**config.mk**
```make
export PLATFORM = sky130hd
export DESIGN_NAME = mark_compact_bump_allocator_core
export DESIGN_NICKNAME = d
export VERILOG_FILES = /design/src/rtl/mcba_pkg.sv /design/src/rtl/mark_compact_bump_allocator_core.sv /design/src/rtl/mcba_table.sv
export SDC_FILE = /design/constraint.sdc
export NUM_CORES = 2
export LEC_CHECK = 0
export BUFFER_PORTS_ARGS = -buffer_cell sky130_fd_sc_hd__buf_2
export CAP_MARGIN = 25
export CORE_ASPECT_RATIO = 1.5
export CORE_UTILIZATION = 26
export DETAILED_ROUTE_END_ITERATION = 6
export GPL_ROUTABILITY_DRIVEN = 0
export GPL_TIMING_DRIVEN = 0
export SLEW_MARGIN = 20
export SYNTH_ARGS = -nofsm -noshare
export SYNTH_HDL_FRONTEND = slang
export SYNTH_SLANG_ARGS = --single-unit
```
**constraint.sdc**
```tcl
create_clock -name clock -period 27.6 [get_ports clock]
set_input_delay 1.38 -clock clock [delete_from_list [all_inputs] [get_ports clock]]
set_output_delay 1.38 -clock clock [all_outputs]
set_load 0.01 [all_outputs]
```
**src/rtl/mcba_pkg.sv**
```systemverilog
// ----------------------------------------------------------------------------
// mcba_pkg
// Shared widths, codes and table entry type of the mark-compact allocator.
// ----------------------------------------------------------------------------
package mcba_pkg;

   localparam int SIZE_W   = 26;
   localparam int ADDR_W   = 25;
   localparam int FP_W     = 27;
   localparam int OP_W     = 2;
   localparam int KIND_W   = 2;
   localparam int STATUS_W = 3;
   localparam int LIVE_W   = 6;

   localparam int REQ_DATA_W = 56;
   localparam int RSP_DATA_W = 112;

   localparam int MAX_OBJECTS_DEF = 32;

   localparam logic [SIZE_W-1:0] HEAP_LIMIT = 26'h200_0000;

   localparam logic [OP_W-1:0] OP_ALLOC   = 2'd0;
   localparam logic [OP_W-1:0] OP_MARK    = 2'd1;
   localparam logic [OP_W-1:0] OP_COLLECT = 2'd2;

   localparam logic [KIND_W-1:0] KIND_ALLOC = 2'd0;
   localparam logic [KIND_W-1:0] KIND_MARK  = 2'd1;
   localparam logic [KIND_W-1:0] KIND_MOVE  = 2'd2;
   localparam logic [KIND_W-1:0] KIND_DONE  = 2'd3;

   localparam logic [STATUS_W-1:0] ST_OK         = 3'd0;
   localparam logic [STATUS_W-1:0] ST_TOO_LARGE  = 3'd1;
   localparam logic [STATUS_W-1:0] ST_NO_SPACE   = 3'd2;
   localparam logic [STATUS_W-1:0] ST_TABLE_FULL = 3'd3;
   localparam logic [STATUS_W-1:0] ST_NOT_FOUND  = 3'd4;

   typedef struct packed {
      logic [ADDR_W-1:0] base;
      logic [SIZE_W-1:0] len;
   } entry_type;

endpackage

```
**src/rtl/mark_compact_bump_allocator_core.sv**
```systemverilog
// ----------------------------------------------------------------------------
// mark_compact_bump_allocator_core
// Bump-pointer heap allocator with sliding mark-compact collection.
//
//   channel | ports  | direction | carries
//   --------+--------+-----------+------------------------------------------
//   request | req_*  | in        | op, object_bytes, object_address
//   result  | rsp_*  | out       | kind, status, addresses, length, totals
//   csr     | csr_*  | in        | heap_size
//
// An allocation that fits is written to the table in the check state. Mark
// compares one table entry per cycle. Compaction walks the table
// twice through its single read port.
// A stalled result holds the walk. Reset is synchronous and clears the
// bump pointer, entry count and marks; the table itself needs no clearing.
// ----------------------------------------------------------------------------
module mark_compact_bump_allocator_core #(
   parameter int MAX_OBJECTS = mcba_pkg::MAX_OBJECTS_DEF
) (
   input  logic                              clock,
   input  logic                              reset,
   input  logic                              csr_wr_en,
   input  logic [mcba_pkg::SIZE_W-1:0]       csr_wr_data,
   input  logic                              req_tvalid,
   output logic                              req_tready,
   // object_bytes[25:0], object_address[50:26], zero pad
   input  logic [mcba_pkg::REQ_DATA_W-1:0]   req_tdata,
   // op
   input  logic [mcba_pkg::OP_W-1:0]         req_tuser,
   output logic                              rsp_tvalid,
   input  logic                              rsp_tready,
   // status[2:0], target_address[27:3], source_address[52:28],
   // move_length[78:53], live_objects[84:79], used_bytes[110:85], zero pad
   output logic [mcba_pkg::RSP_DATA_W-1:0]   rsp_tdata,
   // kind
   output logic [mcba_pkg::KIND_W-1:0]       rsp_tuser,
   output logic                              rsp_tlast
);
   import mcba_pkg::*;

   localparam int IW = $clog2(MAX_OBJECTS);
   localparam int CW = $clog2(MAX_OBJECTS + 1);
   localparam logic [CW-1:0] MAX_CNT = CW'(MAX_OBJECTS);

   typedef enum logic [6:0] {
      S_IDLE   = 7'b0000001,
      S_CHECK  = 7'b0000010,
      S_SCAN   = 7'b0000100,
      S_PLAN   = 7'b0001000,
      S_MOVE   = 7'b0010000,
      S_SEARCH = 7'b0100000,
      S_ANSWER = 7'b1000000
   } state_type;

   typedef struct packed {
      logic [KIND_W-1:0]   kind;
      logic [STATUS_W-1:0] status;
      logic [ADDR_W-1:0]   target;
      logic [ADDR_W-1:0]   source;
      logic [SIZE_W-1:0]   len;
      logic [LIVE_W-1:0]   live;
      logic [SIZE_W-1:0]   used;
      logic                last;
   } rsp_type;

   state_type           state_ff, state_in;
   logic [SIZE_W-1:0]   heap_ff;
   logic [SIZE_W-1:0]   nf_ff, nf_in;
   logic [CW-1:0]       count_ff, count_in;
   logic [MAX_OBJECTS-1:0] marks_ff, marks_in;
   logic [OP_W-1:0]     op_ff, op_in;
   logic [FP_W-1:0]     fp_ff, fp_in;
   logic [ADDR_W-1:0]   addr_ff, addr_in;
   logic [CW-1:0]       idx_ff, idx_in;
   logic [CW-1:0]       keep_ff, keep_in;
   logic [SIZE_W-1:0]   acc_ff, acc_in;
   logic [KIND_W-1:0]   ans_kind_ff, ans_kind_in;
   logic [STATUS_W-1:0] ans_status_ff, ans_status_in;
   logic [ADDR_W-1:0]   ans_target_ff, ans_target_in;
   logic                alloc_ok_ff, alloc_ok_in;
   logic [CW-1:0]       fin_count_ff, fin_count_in;
   logic [SIZE_W-1:0]   fin_nf_ff, fin_nf_in;
   logic                rsp_valid_ff, rsp_valid_in;
   rsp_type             rsp_ff, rsp_in;

   logic [SIZE_W-1:0]   lim;
   logic [SIZE_W-1:0]   room;
   logic [SIZE_W-1:0]   room_after;
   logic [CW-1:0]       idx_nx;
   logic                slot_free;
   logic                cur_mark;
   logic                need_move;
   logic [SIZE_W-1:0]   acc_sum;

   logic                mem_we;
   logic [IW-1:0]       mem_waddr;
   entry_type           mem_wdata;
   logic [IW-1:0]       mem_raddr;
   entry_type           rd;

   mcba_table #(
      .DEPTH (MAX_OBJECTS),
      .IW    (IW)
   ) u_table (
      .clock    (clock),
      .wr_en    (mem_we),
      .wr_addr  (mem_waddr),
      .wr_entry (mem_wdata),
      .rd_addr  (mem_raddr),
      .rd_entry (rd)
   );

   assign lim        = (heap_ff > HEAP_LIMIT) ? HEAP_LIMIT : heap_ff;
   assign room       = (lim > nf_ff) ? (lim - nf_ff) : '0;
   assign room_after = (lim > acc_ff) ? (lim - acc_ff) : '0;
   assign idx_nx     = idx_ff + 1'b1;
   assign slot_free  = !rsp_valid_ff || rsp_tready;
   assign cur_mark   = marks_ff[idx_ff[IW-1:0]];
   assign need_move  = {1'b0, rd.base} != acc_ff;
   assign acc_sum    = acc_ff + rd.len;

   always_comb begin
      state_in      = state_ff;
      nf_in         = nf_ff;
      count_in      = count_ff;
      marks_in      = marks_ff;
      op_in         = op_ff;
      fp_in         = fp_ff;
      addr_in       = addr_ff;
      idx_in        = idx_ff;
      keep_in       = keep_ff;
      acc_in        = acc_ff;
      ans_kind_in   = ans_kind_ff;
      ans_status_in = ans_status_ff;
      ans_target_in = ans_target_ff;
      alloc_ok_in   = alloc_ok_ff;
      fin_count_in  = fin_count_ff;
      fin_nf_in     = fin_nf_ff;
      rsp_valid_in  = rsp_valid_ff && !rsp_tready;
      rsp_in        = rsp_ff;
      mem_we        = 1'b0;
      mem_waddr     = keep_ff[IW-1:0];
      mem_wdata     = '{base: acc_ff[ADDR_W-1:0], len: rd.len};
      mem_raddr     = '0;

      case (state_ff)
         S_IDLE: begin
            if (req_tvalid) begin
               op_in   = req_tuser;
               fp_in   = {1'b0, req_tdata[SIZE_W-1:0]} + 1'b1;
               addr_in = req_tdata[SIZE_W+ADDR_W-1:SIZE_W];
               if (req_tuser == OP_ALLOC || req_tuser == OP_MARK ||
                   req_tuser == OP_COLLECT) begin
                  state_in = S_CHECK;
               end
            end
         end
         S_CHECK: begin
            idx_in       = '0;
            keep_in      = '0;
            acc_in       = '0;
            fin_count_in = count_ff;
            fin_nf_in    = nf_ff;
            alloc_ok_in  = 1'b0;
            ans_target_in = '0;
            ans_status_in = ST_OK;
            case (op_ff)
               OP_ALLOC: begin
                  ans_kind_in = KIND_ALLOC;
                  if (fp_ff > {1'b0, lim}) begin
                     ans_status_in = ST_TOO_LARGE;
                     state_in      = S_ANSWER;
                  end else if (fp_ff > {1'b0, room} || count_ff >= MAX_CNT) begin
                     state_in = S_SCAN;
                  end else begin
                     mem_we        = 1'b1;
                     mem_waddr     = count_ff[IW-1:0];
                     mem_wdata     = '{base: nf_ff[ADDR_W-1:0], len: fp_ff[SIZE_W-1:0]};
                     count_in      = count_ff + 1'b1;
                     nf_in         = nf_ff + fp_ff[SIZE_W-1:0];
                     fin_count_in  = count_ff + 1'b1;
                     fin_nf_in     = nf_ff + fp_ff[SIZE_W-1:0];
                     ans_target_in = nf_ff[ADDR_W-1:0];
                     state_in      = S_ANSWER;
                  end
               end
               OP_MARK: begin
                  ans_kind_in = KIND_MARK;
                  state_in    = S_SEARCH;
               end
               OP_COLLECT: begin
                  ans_kind_in = KIND_DONE;
                  state_in    = S_SCAN;
               end
               default: begin
                  state_in = S_IDLE;
               end
            endcase
         end
         S_SCAN: begin
            mem_raddr = idx_nx[IW-1:0];
            if (idx_ff == count_ff) begin
               state_in = S_PLAN;
            end else begin
               if (cur_mark) begin
                  acc_in  = acc_sum;
                  keep_in = keep_ff + 1'b1;
               end
               idx_in = idx_nx;
            end
         end
         S_PLAN: begin
            fin_count_in  = keep_ff;
            fin_nf_in     = acc_ff;
            alloc_ok_in   = 1'b0;
            ans_target_in = '0;
            ans_status_in = ST_OK;
            if (op_ff == OP_ALLOC) begin
               if (fp_ff > {1'b0, room_after}) begin
                  ans_status_in = ST_NO_SPACE;
               end else if (keep_ff >= MAX_CNT) begin
                  ans_status_in = ST_TABLE_FULL;
               end else begin
                  alloc_ok_in   = 1'b1;
                  ans_target_in = acc_ff[ADDR_W-1:0];
                  fin_count_in  = keep_ff + 1'b1;
                  fin_nf_in     = acc_ff + fp_ff[SIZE_W-1:0];
               end
            end
            idx_in   = '0;
            keep_in  = '0;
            acc_in   = '0;
            state_in = S_MOVE;
         end
         S_MOVE: begin
            mem_raddr = idx_ff[IW-1:0];
            if (idx_ff == count_ff) begin
               marks_in = '0;
               count_in = fin_count_ff;
               nf_in    = fin_nf_ff;
               if (alloc_ok_ff) begin
                  mem_we    = 1'b1;
                  mem_wdata = '{base: acc_ff[ADDR_W-1:0], len: fp_ff[SIZE_W-1:0]};
               end
               state_in = S_ANSWER;
            end else if (!cur_mark) begin
               mem_raddr = idx_nx[IW-1:0];
               idx_in    = idx_nx;
            end else if (!need_move || slot_free) begin
               if (need_move) begin
                  rsp_valid_in = 1'b1;
                  rsp_in       = '{kind: KIND_MOVE, status: ST_OK,
                                   target: acc_ff[ADDR_W-1:0], source: rd.base,
                                   len: rd.len, live: LIVE_W'(fin_count_ff),
                                   used: fin_nf_ff, last: 1'b0};
               end
               mem_we    = 1'b1;
               acc_in    = acc_sum;
               keep_in   = keep_ff + 1'b1;
               mem_raddr = idx_nx[IW-1:0];
               idx_in    = idx_nx;
            end
         end
         S_SEARCH: begin
            mem_raddr = idx_nx[IW-1:0];
            if (idx_ff == count_ff) begin
               ans_status_in = ST_NOT_FOUND;
               state_in      = S_ANSWER;
            end else if (rd.base == addr_ff) begin
               marks_in[idx_ff[IW-1:0]] = 1'b1;
               state_in = S_ANSWER;
            end else begin
               idx_in = idx_nx;
            end
         end
         S_ANSWER: begin
            if (slot_free) begin
               rsp_valid_in = 1'b1;
               rsp_in       = '{kind: ans_kind_ff, status: ans_status_ff,
                                target: ans_target_ff, source: '0, len: '0,
                                live: LIVE_W'(fin_count_ff), used: fin_nf_ff,
                                last: 1'b1};
               state_in     = S_IDLE;
            end
         end
         default: begin
            state_in = S_IDLE;
         end
      endcase
   end

   always_ff @(posedge clock) begin
      if (reset) begin
         state_ff     <= S_IDLE;
         heap_ff      <= HEAP_LIMIT;
         nf_ff        <= '0;
         count_ff     <= '0;
         marks_ff     <= '0;
         rsp_valid_ff <= 1'b0;
      end else begin
         state_ff     <= state_in;
         nf_ff        <= nf_in;
         count_ff     <= count_in;
         marks_ff     <= marks_in;
         rsp_valid_ff <= rsp_valid_in;
         if (csr_wr_en) begin
            heap_ff <= csr_wr_data;
         end
      end
   end

   always_ff @(posedge clock) begin
      op_ff         <= op_in;
      fp_ff         <= fp_in;
      addr_ff       <= addr_in;
      idx_ff        <= idx_in;
      keep_ff       <= keep_in;
      acc_ff        <= acc_in;
      ans_kind_ff   <= ans_kind_in;
      ans_status_ff <= ans_status_in;
      ans_target_ff <= ans_target_in;
      alloc_ok_ff   <= alloc_ok_in;
      fin_count_ff  <= fin_count_in;
      fin_nf_ff     <= fin_nf_in;
      rsp_ff        <= rsp_in;
   end

   assign req_tready = (state_ff == S_IDLE);
   assign rsp_tvalid = rsp_valid_ff;
   assign rsp_tuser  = rsp_ff.kind;
   assign rsp_tlast  = rsp_ff.last;
   assign rsp_tdata  = {1'b0, rsp_ff.used, rsp_ff.live, rsp_ff.len, rsp_ff.source,
                        rsp_ff.target, rsp_ff.status};

`ifndef SYNTHESIS
   a_count_bound: assert property (@(posedge clock) disable iff (reset)
      count_ff <= MAX_CNT)
      else $error("entry count above table depth");

   a_free_bound: assert property (@(posedge clock) disable iff (reset)
      nf_ff <= HEAP_LIMIT)
      else $error("bump pointer beyond heap limit");

   a_keep_behind: assert property (@(posedge clock) disable iff (reset)
      (state_ff == S_MOVE) |-> (keep_ff <= idx_ff))
      else $error("compaction write index overtook read index");

   a_move_left: assert property (@(posedge clock) disable iff (reset)
      (rsp_valid_ff && rsp_ff.kind == KIND_MOVE) |->
         (rsp_ff.target < rsp_ff.source && !rsp_ff.last && rsp_ff.len != '0))
      else $error("move command does not slide left");
`endif

endmodule

```
**src/rtl/mcba_table.sv**
```systemverilog
// ----------------------------------------------------------------------------
// mcba_table
// Object table: base and footprint per entry, one write and one registered
// read port.
// ----------------------------------------------------------------------------
module mcba_table #(
   parameter int DEPTH = mcba_pkg::MAX_OBJECTS_DEF,
   parameter int IW    = $clog2(mcba_pkg::MAX_OBJECTS_DEF)
) (
   input  logic                clock,
   input  logic                wr_en,
   input  logic [IW-1:0]       wr_addr,
   input  mcba_pkg::entry_type wr_entry,
   input  logic [IW-1:0]       rd_addr,
   output mcba_pkg::entry_type rd_entry
);
   import mcba_pkg::*;

   entry_type mem [DEPTH];

   always_ff @(posedge clock) begin
      if (wr_en) begin
         mem[wr_addr] <= wr_entry;
      end
   end

   always_ff @(posedge clock) begin
      rd_entry <= mem[rd_addr];
   end

endmodule

```
[After elaboration in Yosys (flattened, before gate mapping)]
Memory sizes are Yosys's and may differ from the RTL's. A register that Yosys moved wholly into a read port is not among the register bits.
Index checks and enable logic that the tools add are counted.
Storage, ports and cells
  bits in registers: 367
  memories: 1
  input bits: 89
  RAM bits: 1632
Cells by class
  reduce and logical (&&, ||, !) cells: 31
  eq/ne operators: 31
  $lt $le $gt $ge: 10
  mux-type cells: 114
  add/subtract/negate cells: 9
  bitwise gates (word level): 1
Memory list
  u_table.mem: words 32, width 51, rd ports 1, clocked after Yosys merged registers in 1, write ports 1, line mcba_table.sv:19  | entry_type mem [DEPTH];
Operators with widths (number)
  $mux W114: 5
  $mux W26: 17
  $pmux W114 S2: 1
  $mux W51: 3
  $mux W25: 6
  $mux W6: 18
  $pmux W26 S2: 2
  $pmux W51 S2: 1
  $mux W32: 3
  $gt A27 B26 Y1: 3
  $add A26 B26 Y26: 3
  $pmux W26 S3: 1
  $pmux W32 S2: 1
  $mux W7: 9
  $gt A26 B26 Y1: 2
  $sub A26 B26 Y26: 2
  $pmux W25 S2: 1
  $pmux W7 S7: 1
  $mux W5: 7
  $or A32 B32 Y32: 1
  $ne A2 B2 Y1 const B: 14
  $add A26 B1 Y27 const B: 1
  $gt A26 B26 Y1 const B: 1
  $ne A25 B26 Y1: 1
  41 further kinds: 92

[Depth between registers and ports, before layout]
  depth in word-level cells: 12
  gate-level depth with buffers: 34
  depth with buffers taken out: 30

[Modules after synthesis]
A second synthesis with hierarchy kept.
Unflattened totals
  cells, all modules: 6162
  area total of the unflattened synthesis: 89390.7 µm²
By module, submodules not included
  mcba_table: cells an instance 3574, area each 64543.2 µm², times used 1, seq. area each 50028.0 µm²
  mark_compact_bump_allocator_core: cells an instance 2588, area each 24847.6 µm², times used 1, seq. area each 10039.6 µm²

[Worst setup path after synthesis]
OpenSTA, ideal clock, no wires.
  path type: flip-flop to flip-flop
  start: register heap_ff[0]
  end: memory u_table.mem[31][0] in the netlist's numbering, enable pin
  slack: 17241 ps
  period minus slack after synthesis: 10359 ps
  buffers on the path: 4
  cell stages (with the launch flop): 31
  arrival: 9836 ps
  required time: 27078 ps
  cell sequence: dfxtp_1 > nor4_1 > nand4_1 > o21ai_1 > clkbuf_1 > nand2_1 > inv_1 > ha_1 > a21o_1 > a21oi_1 > o21ai_0 > a31o_2 > a21oi_1 > o211ai_1 > a311oi_1 > nor2_1 > clkbuf_1 > nand2_1 > ha_1 > nor2b_1 > o21ai_0 > a21oi_1 > or4b_2 > a21oi_1 > o211ai_1 > or2_2 > clkbuf_1 > buf_1 > nor3_1 > o21ai_1 > nor3_1
On the way
  longest elaborated chain between the ends: 12
  elaborated cells on any way between the ends: 18
  those cells by class: add/sub (1); order compare (4); mux (12); reduce/logical (1)
Ends and longest elaborated chain
  start: declaration: line mark_compact_bump_allocator_core.sv:67  | logic [SIZE_W-1:0] heap_ff;
  start signal: assignment: line mark_compact_bump_allocator_core.sv:307  | heap_ff <= csr_wr_data;
  $gt A26 B26 Y1: line mark_compact_bump_allocator_core.sv:113  | assign lim = (heap_ff > HEAP_LIMIT) ? HEAP_LIMIT : heap_ff;
  $mux W26 (*): line mark_compact_bump_allocator_core.sv:113
  $sub A26 B26 Y26 / $gt A26 B26 Y1 (equally long branches): line mark_compact_bump_allocator_core.sv:114  | assign room = (lim > nf_ff) ? (lim - nf_ff) : '0;
  $mux W26: line mark_compact_bump_allocator_core.sv:114
  $gt A27 B26 Y1: line mark_compact_bump_allocator_core.sv:173  | end else if (fp_ff > {1'b0, room} || count_ff >= MAX_CNT) begin
  $logic_or A1 B1 Y1: line mark_compact_bump_allocator_core.sv:173
  $mux W1: line mark_compact_bump_allocator_core.sv:173
  $mux W1: line mark_compact_bump_allocator_core.sv:170  | if (fp_ff > {1'b0, lim}) begin
  $mux W1: line mark_compact_bump_allocator_core.sv:167  | case (op_ff)
  $pmux W1 S2: line mark_compact_bump_allocator_core.sv:146  | case (state_ff)
  $mux W1: line mcba_table.sv:22  | if (wr_en) begin
  $mux W1 (not written as such): line mcba_table.sv:23  | mem[wr_addr] <= wr_entry;
  end: declaration: line mcba_table.sv:19
Every way passes the cells marked *; elsewhere a longest branch is shown, timed or not.

[Worst setup path after layout]
  start: register heap_ff[20]
  end: memory u_table.mem[29][33] in the netlist's numbering, enable pin
Same word-level chain as after synthesis.

==> out/summary.txt <==
Critical path data required time - 28.14 ns
Max Freq - 79.61 MHz
Layout area overhead - 17.55%
Fillers - 34.30k
Site Rows - 264
Post-synthesis sequential area ratio - 0.6640
Core Region - 345500 sq um
Reg2reg end - u_table.mem[29][33]
# resized after CTS - 0
First-pass GRT wire length - 444500 microns
Crit Path Class - flip-flop to flip-flop
Die X - 483.6 microns
Setup repair after global routing missed its margin - false
CTS H-tree depth - 4
Fin. Hold Viols - 0
Synth cell types - 89
Synth Net Count - 6946
Initial antenna violation count - 23
Vias - 59.62k
Worst-skew pair later-pin latency - 0.89 ns
RR Startpoint - heap_ff[20]
Post-CTS setup buffers - 0
Die height - 724.4 microns
Antenna Violating Nets Remaining - 0
Final HPWL DP - 240200 microns
All-Layer GR Usage - 0.1778
Fin crit share - 0.4551
Core Util, Final - 0.3078
Minimum clock period - 12.56 ns
Share of cells above drive strength 1 - 0.1485
Synth area leaders - edfxtp_1, mux2i_1, dfxtp_1
Worst rel slew slack - 0.1769
Clk buf depth - 4
Crit. End Element - flip-flop
Synthesis-stage register bit count - 2050
Crit path largest cell delay - 1.01 ns
Final setup slack of the worst path - 15.04 ns
Setup crit end - u_table.mem[29][33]
Top layer in use - met5
Met3 routed WL - 21750 microns
Starting Density - 0.2618
CTS tree - done
Int Pwr - 0.005167 W
Slowest stage cell, crit path - nor4_1
Sw frac - 0.2614
Multi-input gate area - 28680 sq um
CTS Sinks - 2050
Most frequently used flop master after synthesis - edfxtp_1
Met1 WL - 107800 microns
Overflow after GRT - 0
Final slew viol count - 0
Clk pwr share - 0.367
Hold Buf Count CTS - 0
CTS root buf - clkbuf_16
Final setup violation count - 0
Cell mode on critical path - buf_4
Post-DR wirelength/cell - 27.16 microns
Vias per Instance - 5.032
TNS Setup - 0 ns
Count of max-cap constraint violations - 0
Synth warnings - 0
NumNets Final - 7476
Initial DRC Count - 6300
Failing checks - design-rule violations
Hold_sp - fin_nf_ff[1]
DRC Markers - 6
Outcome - finished, violations left
Post-synthesis instance total - 6634
Pre-CTS setup slack - 15.22 ns
Setup Skew - 0.07183 ns
CTS Buf Count - 186
Post-synth top area cell - edfxtp_1
Register-to-Register Path Depth - 36
CP Launch Type - flip-flop
Met2 wire length - 156700 microns
Die area - 350400 sq um
Max VDD drop - 0.00005507 V
Path type of the worst min-delay path - flip-flop to flip-flop
Sw power - 0.001829 W
Combinational share of power - 0.119
I/O pin cnt - 206
Worst slew pin tran - 1.235 ns
Clock slew at reported path FFs - 0.07 ns
R2R setup slack - 15.04 ns
Reg power frac - 0.514
Worst Setup SP - heap_ff[20]
Post-synth ARST share - 0
Drt first pass iters - 7
Largest net degree at the start of global routing - 51
Post-Route WL - 321800 microns
FF+latch area - 60070 sq um
I/O Buffers - 197
Pwr/cell area - 65.78 nW/um^2
CP max FO - 10
Avg Cell Area, Syn - 13.64 sq um
EDFF count, synth - 1901
Number of global-route vias before repair - 59.92k
Arr. time, crit path - 13.10 ns
Post-Synthesis Cell Area - 90470 sq um
Cell leakage power - 34.75 nW
Area share of the largest cell type after synthesis - 0.6310
-- sequential cells by signal (all words and copies together), names as in the netlist, 7 cells and up --
| signal | count |
|---|---|
| ans_target_ff | 25 |
| heap_ff | 26 |
| u_table.rd_entry | 51 |
| addr_ff | 25 |
| state_ff | 7 |
| rsp_tdata | 111 |
| acc_ff | 26 |
| u_table.mem | 1632 |
| fin_nf_ff | 26 |
| nf_ff | 26 |
| fp_ff | 27 |
| marks_ff | 32 |
-- Yosys cell counts, types with 29 or more instances --
| cell | number |
|---|---|
| a21o_1 | 50 |
| xnor2_1 | 100 |
| and3_1 | 33 |
| xor2_1 | 84 |
| a21oi_1 | 582 |
| buf_6 | 51 |
| nor3_1 | 113 |
| ha_1 | 218 |
| and2_1 | 72 |
| o21ai_0 | 156 |
| a211oi_1 | 36 |
| dfxtp_1 | 149 |
| nor2b_1 | 30 |
| nand2_1 | 684 |
| or4_1 | 54 |
| nor2_1 | 480 |
| mux2i_1 | 652 |
| nand3_1 | 55 |
| edfxtp_1 | 1901 |
| nand4_1 | 41 |
| mux2_2 | 239 |
| clkbuf_1 | 156 |
| inv_1 | 135 |
| buf_1 | 37 |
| buf_2 | 50 |
| nor4_1 | 29 |
| o22ai_1 | 106 |
-- layout by cell type (no fill, tap or decap), drive strengths merged, types with 62 or more instances in the layout --
cell    count
nand2     684
clkbuf    401
xnor2     100
and2       72
clkinv     62
mux2i     653
edfxtp   1901
inv       139
a21oi     582
nor3      122
nor2      480
o21ai     164
mux2      239
buf       509
dfxtp     149
ha        218
o22ai     107
xor2       84
-- power by group through the flow --
stage	clock [W]	sequential, W	combinational [W]
2_1_floorplan	0	0.00358	0.000505
3_3_place_gp	0	0.00366	0.000757
3_5_place_dp	0	0.00365	0.000808
4_1_cts	0.00259	0.00359	0.000812
5_1_grt	0.00269	0.00359	0.000890
6_report	0.00256	0.00360	0.000834
-- kinds of logic (layout without fill, tap and decap cells) --
kind of cell | Yosys count | count (layout) | synth area share
flip-flops | 2050 | 2050 | 0.6640
AND/OR/NAND/NOR | 1680 | 1680 | 0.08362
AO/OA/AOI/OAI | 1140 | 1140 | 0.07470
multiplexers | 896 | 896 | 0.1031
buffers and inverters | 460 | 1133 | 0.02548
adder cells (fa/ha/maj) | 223 | 223 | 0.03126
XOR/XNOR | 184 | 184 | 0.01781
other | 1 | 20 | 0.00004145
-- per-stage QoR --
step	instances	total power [W]	instance area, sq um	hold WS (ns)
after floorplan	6634	0.004089	90470	0.4261
after global placement	11353	0.004420	97110	0.4366
after detailed placement	11496	0.004460	100400	0.4508
after CTS	11827	0.006987	106300	0.4676
after global routing	11835	0.007173	106300	0.4774
final	11848	0.006996	106300	0.4670
-- layer usage --
metal,GRT usage,vias up
met5,0,-
li1,-,25932
met2,0.3105,3012
met3,0.03038,1046
met1,0.1802,29630
met4,0.1681,4
-- final cells by class --
cell class	instances	area share
Antenna cell	19	0.0004471
Buffer	324	0.01695
Clock buffer	244	0.04774
Inverter	136	0.004800
Clock inverter	87	0.007177
Multi-Input combinational cell	4124	0.2697
Sequential cell	2050	0.5648
Tap cell	4522	0.05320
Timing Repair Buffer	342	0.03515
-- critical path, delay by kind of cell, from the launching register on --
| kind | cells | cell delay [ns] |
|---|---|---|
| buffers and inverters | 11 | 3.33 |
| adders and majority gates | 2 | 0.62 |
| and+or+nand+nor | 12 | 4.64 |
| muxes | 1 | 0.37 |
| AOI/OAI and AO/OA | 10 | 2.89 |
| DFF | 1 | 0.33 |
-- worst min-delay path by stage --
stage | to | slack (ns) | cells after the start
3_3_place_gp | rsp_tdata[86] | 0.44 | 0
2_1_floorplan | rsp_tdata[82] | 0.43 | 0
4_1_cts | rsp_tdata[86] | 0.47 | 0
5_1_grt | rsp_tdata[86] | 0.48 | 0
3_5_place_dp | rsp_tdata[86] | 0.45 | 0
6_report | rsp_tdata[86] | 0.47 | 0
(Power assumes the default switching activity.)
